===== src/rtl/euler_to_quaternion_assert.svh =====
// assertion macros for the euler to quaternion block
`ifndef EULER_TO_QUATERNION_ASSERT_SVH
`define EULER_TO_QUATERNION_ASSERT_SVH

// implication checked at every clock, disabled in reset
`define E2Q_ASSERT_IMP(label, a, c) \
  label: assert property (@(posedge clk) disable iff (rst) (a) |-> (c)) \
    else $error("assertion failed");

// next-cycle implication
`define E2Q_ASSERT_NEXT(label, a, c) \
  label: assert property (@(posedge clk) disable iff (rst) (a) |=> (c)) \
    else $error("assertion failed");

`endif


===== src/rtl/e2q_pkg.sv =====
// ----------------------------------------------------------------------------
// e2q_pkg
// shared constants and helpers for the euler to quaternion block
// ----------------------------------------------------------------------------
`timescale 1ns / 1ps

package e2q_pkg;

  localparam int ANGLE_WIDTH_DEF   = 16;
  localparam int CORDIC_STAGES_DEF = 16;
  localparam int QW                = 16;

  // cordic datapath width, q.30 with headroom
  localparam int CW = 34;

  localparam logic signed [CW-1:0] PI_Q30      = 34'sd3373259426;
  localparam logic signed [CW-1:0] HALF_PI_Q30 = 34'sd1686629713;
  localparam logic signed [CW-1:0] KINF_Q30    = 34'sd652032874;
  localparam logic signed [17:0]   ONE_Q14     = 18'sd16384;

  // lane state handed from cell to cell
  typedef struct packed {
    logic signed [CW-1:0] x;
    logic signed [CW-1:0] y;
    logic signed [CW-1:0] z;
    logic                 neg;
  } lane_t;

  function automatic logic signed [CW-1:0] atan_q30(input int i);
    logic signed [CW-1:0] r;
    case (i)
      0: r = 34'sd843314857;
      1: r = 34'sd497837829;
      2: r = 34'sd263043837;
      3: r = 34'sd133525159;
      4: r = 34'sd67021687;
      5: r = 34'sd33543516;
      6: r = 34'sd16775851;
      7: r = 34'sd8388437;
      8: r = 34'sd4194283;
      9: r = 34'sd2097149;
      default: r = CW'(34'sd1073741824 >>> i);
    endcase
    return r;
  endfunction

  // cordic start value for n stages
  function automatic logic signed [CW-1:0] k_start(input int n);
    logic signed [CW-1:0] t;
    t = CW'(((KINF_Q30 * 2) / 3) >>> (2 * n));
    return KINF_Q30 + t;
  endfunction

endpackage


===== src/rtl/e2q_cordic_cell.sv =====
// ----------------------------------------------------------------------------
// e2q_cordic_cell
// one cordic rotation stage for three lanes, registered
// ----------------------------------------------------------------------------
`timescale 1ns / 1ps

module e2q_cordic_cell #(
  parameter int STAGE = 0
) (
  input  logic                 clk,
  input  logic                 en,
  input  e2q_pkg::lane_t [2:0] lane_in,
  output e2q_pkg::lane_t [2:0] lane_out
);

  localparam logic signed [e2q_pkg::CW-1:0] ATAN = e2q_pkg::atan_q30(STAGE);

  e2q_pkg::lane_t [2:0] lane_next;

  always_comb begin
    for (int l = 0; l < 3; l++) begin
      lane_next[l].neg = lane_in[l].neg;
      if (!lane_in[l].z[e2q_pkg::CW-1]) begin
        lane_next[l].x = lane_in[l].x - (lane_in[l].y >>> STAGE);
        lane_next[l].y = lane_in[l].y + (lane_in[l].x >>> STAGE);
        lane_next[l].z = lane_in[l].z - ATAN;
      end else begin
        lane_next[l].x = lane_in[l].x + (lane_in[l].y >>> STAGE);
        lane_next[l].y = lane_in[l].y - (lane_in[l].x >>> STAGE);
        lane_next[l].z = lane_in[l].z + ATAN;
      end
    end
  end

  always_ff @(posedge clk) begin
    if (en) begin
      lane_out <= lane_next;
    end
  end

endmodule


===== config.mk =====
export PLATFORM = sky130hd
export DESIGN_NAME = e2q_cordic_cell
export DESIGN_NICKNAME = d
export VERILOG_FILES = /design/src/rtl/euler_to_quaternion_assert.svh /design/src/rtl/e2q_pkg.sv /design/src/rtl/e2q_cordic_cell.sv
export SDC_FILE = /design/constraint.sdc
export NUM_CORES = 1
export LEC_CHECK = 0
export BUFFER_PORTS_ARGS = -buffer_cell sky130_fd_sc_hd__buf_2
export CORE_AREA = 10 10 273 275
export DETAILED_ROUTE_END_ITERATION = 7
export DIE_AREA = 0 0 283 285
export PLACE_DENSITY = 0.67
export SLEW_MARGIN = 40
export SYNTH_ARGS = -nofsm -noshare
export SYNTH_HDL_FRONTEND = slang
export SYNTH_SLANG_ARGS = --single-unit

===== constraint.sdc =====
create_clock -name clk -period 8 [get_ports clk]
set_clock_uncertainty 0.2 [all_clocks]
set_input_delay 2 -clock clk [delete_from_list [all_inputs] [get_ports clk]]
set_output_delay 2 -clock clk [all_outputs]
set_load 0.05 [all_outputs]

### Word-level counts from Yosys, hierarchy flattened

Index checks and enable logic that the tools add are counted.

| word-level totals | value |
|---|---|
| register bits | 309 |
| word-level logic and storage cells | 30 |
| output and inout bits | 309 |

| cells by class | value |
|---|---|
| multiplexer cells | 3 |
| $add $sub $neg | 15 |

Operators by type and width:

| kind | count |
|---|---|
| 102-bit two-way mux | 3 |
| 34-bit subtractor | 6 |
| 34-bit by 31-bit adder with 34-bit output, second input constant | 3 |
| 34-bit adder | 3 |
| 34-bit by 31-bit subtractor with 34-bit output, second input constant | 3 |

### Depth between registers and ports, before layout

| logic depth | value |
|---|---|
| word-level depth | 2 |
| gate-level depth with buffers | 14 |

### Worst setup path before layout

OpenSTA, ideal clock, no wires.

| timing path | value |
|---|---|
| kind | in2reg |
| start point | input port lane_in[34] (netlist bit) |
| end point | register lane_out[33] (netlist bit) (data pin) |
| path slack | 2,322 ps |
| stages | 14 |
| path buffers | 2 |
| arrival time | 5,221 ps |
| path through | clkbuf_1 -> inv_2 -> clkbuf_1 -> ha_1 -> nor2b_1 -> o211ai_1 -> a31oi_1 -> or3_1 -> a21oi_1 -> nor3_1 -> o21a_1 -> a311o_1 -> a21oi_1 -> xnor2_1 |

RTL lines:

| item | RTL line | source |
|---|---|---|
| start, declared | e2q_cordic_cell.sv:12 | `input e2q_pkg::lane_t [2:0] lane_in,` |
| end signal, assigned | e2q_cordic_cell.sv:37 | `lane_out <= lane_next;` |
| end, declared | e2q_cordic_cell.sv:13 | `output e2q_pkg::lane_t [2:0] lane_out` |

==> flow_metrics.py <==
metrics = {
    "detailed_routing": {
        "wl_mm": 111.4,
        "remaining_drc_errors": 0,
        "wl_per_cell_um": 21.90,
        "antenna_left": 0,
        "vias_per_cell": 5.747,
        "vias": 29234,
        "dr.pass1.iters": 5,
        "first_iter_violations": 2456,
    },
    "logic_synthesis": {
        "synth_edf_count": 306,
        "ys_top_cells_by_area": "edfxtp_1 (30%), ha_1 (16%), a21oi_1 (7.6%)",
        "synth_fp_nets": 4288,
        "synth_seq_cells": 306,
        "yosys_warnings": 0,
        "synthFlopType": "edfxtp_1",
        "ys_seq_area_frac": 0.2979,
        "yosys.area.top_type": "edfxtp_1",
        "synth_cells": 3572,
        "synth_top_cell_area_share": 0.2979,
        "syn_area_per_cell_um2": 8.636,
        "async_flop_share": 0,
        "syn_area_um2": 30850,
        "ys_types": 94,
    },
    "sta": {
        "hold_violations": 0,
        "final-setup-viol-count": 0,
        "fmax_mhz": 184.8,
        "setup_ws_ps": 2589,
        "rsz0062_at_grt": "false",
        "period_share": 0.6764,
        "setup_total_negative_slack_ps": 0,
        "relSlewSlack": 0.4243,
        "slew_violations": 0,
        "tightest_slew_ps": 856.9,
        "min_period_ps": 5411,
    },
    "worst_setup_path": {
        "crit_fanout": 28,
        "critPathRequiredTime_ps": 8110,
        "arrival_ps": 5520,
        "crit_path_start_kind": "input port",
        "crit_type": "in2reg",
        "cp-end-kind": "register",
    },
    "place": {
        "io_buffers": 619,
        "hpwl_mm": 89.80,
        "globalplace.congestion": 1.000,
        "pre_cts_ws_ps": 2049,
    },
    "layout": {
        "top_regs": "lane_out x306",
        "final_nets": 4816,
        "regArea_um2": 9189,
        "layout-drive-gt1-share": 0.1807,
        "multi_input_area_um2": 19700,
        "largest_reg_flops": 306,
        "final_common_cell": "buf_2",
        "area_delta_synth_final_pct": 16.61,
        "final_core_util": 0.5191,
        "layout_common_cells": "buf_2 (615), a21oi_1 (467), ha_1 (393), inv_1 (322), edfxtp_1 (306)",
        "regMostFlops": "lane_out",
        "num-fill-cells": 6714,
    },
    "floorplanning": {
        "die_area_um2": 80660,
        "io_pins": 620,
        "fp-row-count": 97,
        "die_h_um": 285,
        "die_x_um": 283,
        "initial_core_util": 0.4451,
        "core_region_area_um2": 69300,
    },
    "clock_network": {
        "cts_setup_buffers": 0,
        "clk_path_buf_depth": 3,
        "root_buffer": "clkbuf_16",
        "clkSinkCount": 306,
        "cts_buffers": 40,
        "ctsHoldBuffers": 0,
        "h-tree-depth": 2,
        "postCtsResizedCells": 0,
        "cts_tree": "built",
        "clk_pin_slew_ps": 60,
    },
    "global_route": {
        "grt_max_degree": 98,
        "grt_pass1_wl_mm": 167.8,
        "antenna_found_initial": 31,
        "grt-ovfl-total": 0,
        "grt_pass1_vias": 28228,
        "grt_use_total": 0.2613,
    },
    "job": {
        "timing.max_cap.violations": 0,
    },
    "pwr": {
        "internal_power_mw": 4.178,
        "powerDensity_nw_per_um2": 205.6,
        "sw_frac_of_total": 0.4350,
        "ir_worst_vdd_v": 0.0001975,
        "seqPwrFrac": 0.301,
        "clkPwrFrac": 0.254,
        "p_comb_frac": 0.444,
        "p_switching_mw": 3.217,
        "leakage_nw": 16.36,
    },
    "run_status": {
        "status": "completed",
    },
    "min_path": {
        "worstHoldPathType": "in2reg",
    },
}
[logic make-up (layout without fill, tap and decap cells)]
logic type,Yosys count,count (layout),share of synthesized area
and+or+nand+nor,801,801,0.1239
xor gates and xnor gates,281,281,0.07978
AOI/OAI and AO/OA,1238,1238,0.2507
buffers and inverters,489,1045,0.06368
muxes,52,52,0.01691
adders and majority gates,405,405,0.1672
other,0,19,0
DFF,306,306,0.2979
[Yosys cell counts, drive strengths merged (59+ instances only)]
cell	number
a21o	117
clkbuf	107
nor2	277
ha	393
a21oi	467
xnor2	227
inv	341
nand2	164
edfxtp	306
nor3	59
o21ai	240
o21bai	89
[power groups by stage]
stage / registers, mW / logic, mW / clock network [mW]
3_3_place_gp: 2.26 / 3.25 / 0
2_1_floorplan: 3.18 / 1.40 / 0
5_1_grt: 2.25 / 3.50 / 1.99
3_5_place_dp: 2.26 / 3.25 / 0
4_1_cts: 2.23 / 3.27 / 1.94
6_report: 2.23 / 3.28 / 1.88
[layer usage]
metal	vias to the layer above	share of wire	global-route usage
met4	32	0.045	0.1223
met1	13747	0.41	0.3204
met3	260	0.080	0.05989
met5	-	0.0019	0
li1	13951	-	-
met2	1244	0.47	0.4310
[worst max-delay path, stage by stage]
cell	delay [ps]
buf_4	230
clkinv_1	580
buf_4	500
ha_1	390
o21a_1	190
o31a_1	110
a21oi_1	340
o21ai_1	210
a21oi_1	330
o21ai_1	130
a41o_1	280
nor2_1	110
xnor2_1	90
[worst paths after layout]
check               startpoint            end  slack [ps]  depth (start not counted)
hold / removal    lane_in[103]  lane_out[103]        1410                          1
setup / recovery  lane_in[240]  lane_out[238]        2590                         13
[per-stage QoR]
stage	cell area (um^2)	power, mW	hold slack [ps]	cells
4_1_cts	35930	7.433	1367	5068
5_1_grt	35960	7.734	1378	5080
3_3_place_gp	34560	5.510	1978	4997
6_report	35970	7.395	1411	5087
2_1_floorplan	30850	4.585	1899	3572
3_5_place_dp	34600	5.510	1979	4998
[cell type report]
cell class	count	area share
diodes	19	0.001322
clock buffers	44	0.02883
clock inverters	26	0.008000
inverters	345	0.03600
multi-input cells	2777	0.5475
flip-flops and latches	306	0.2554
well taps	940	0.03269
repair buffers	630	0.09022
No activity file was read; power rests on OpenSTA's default activity.
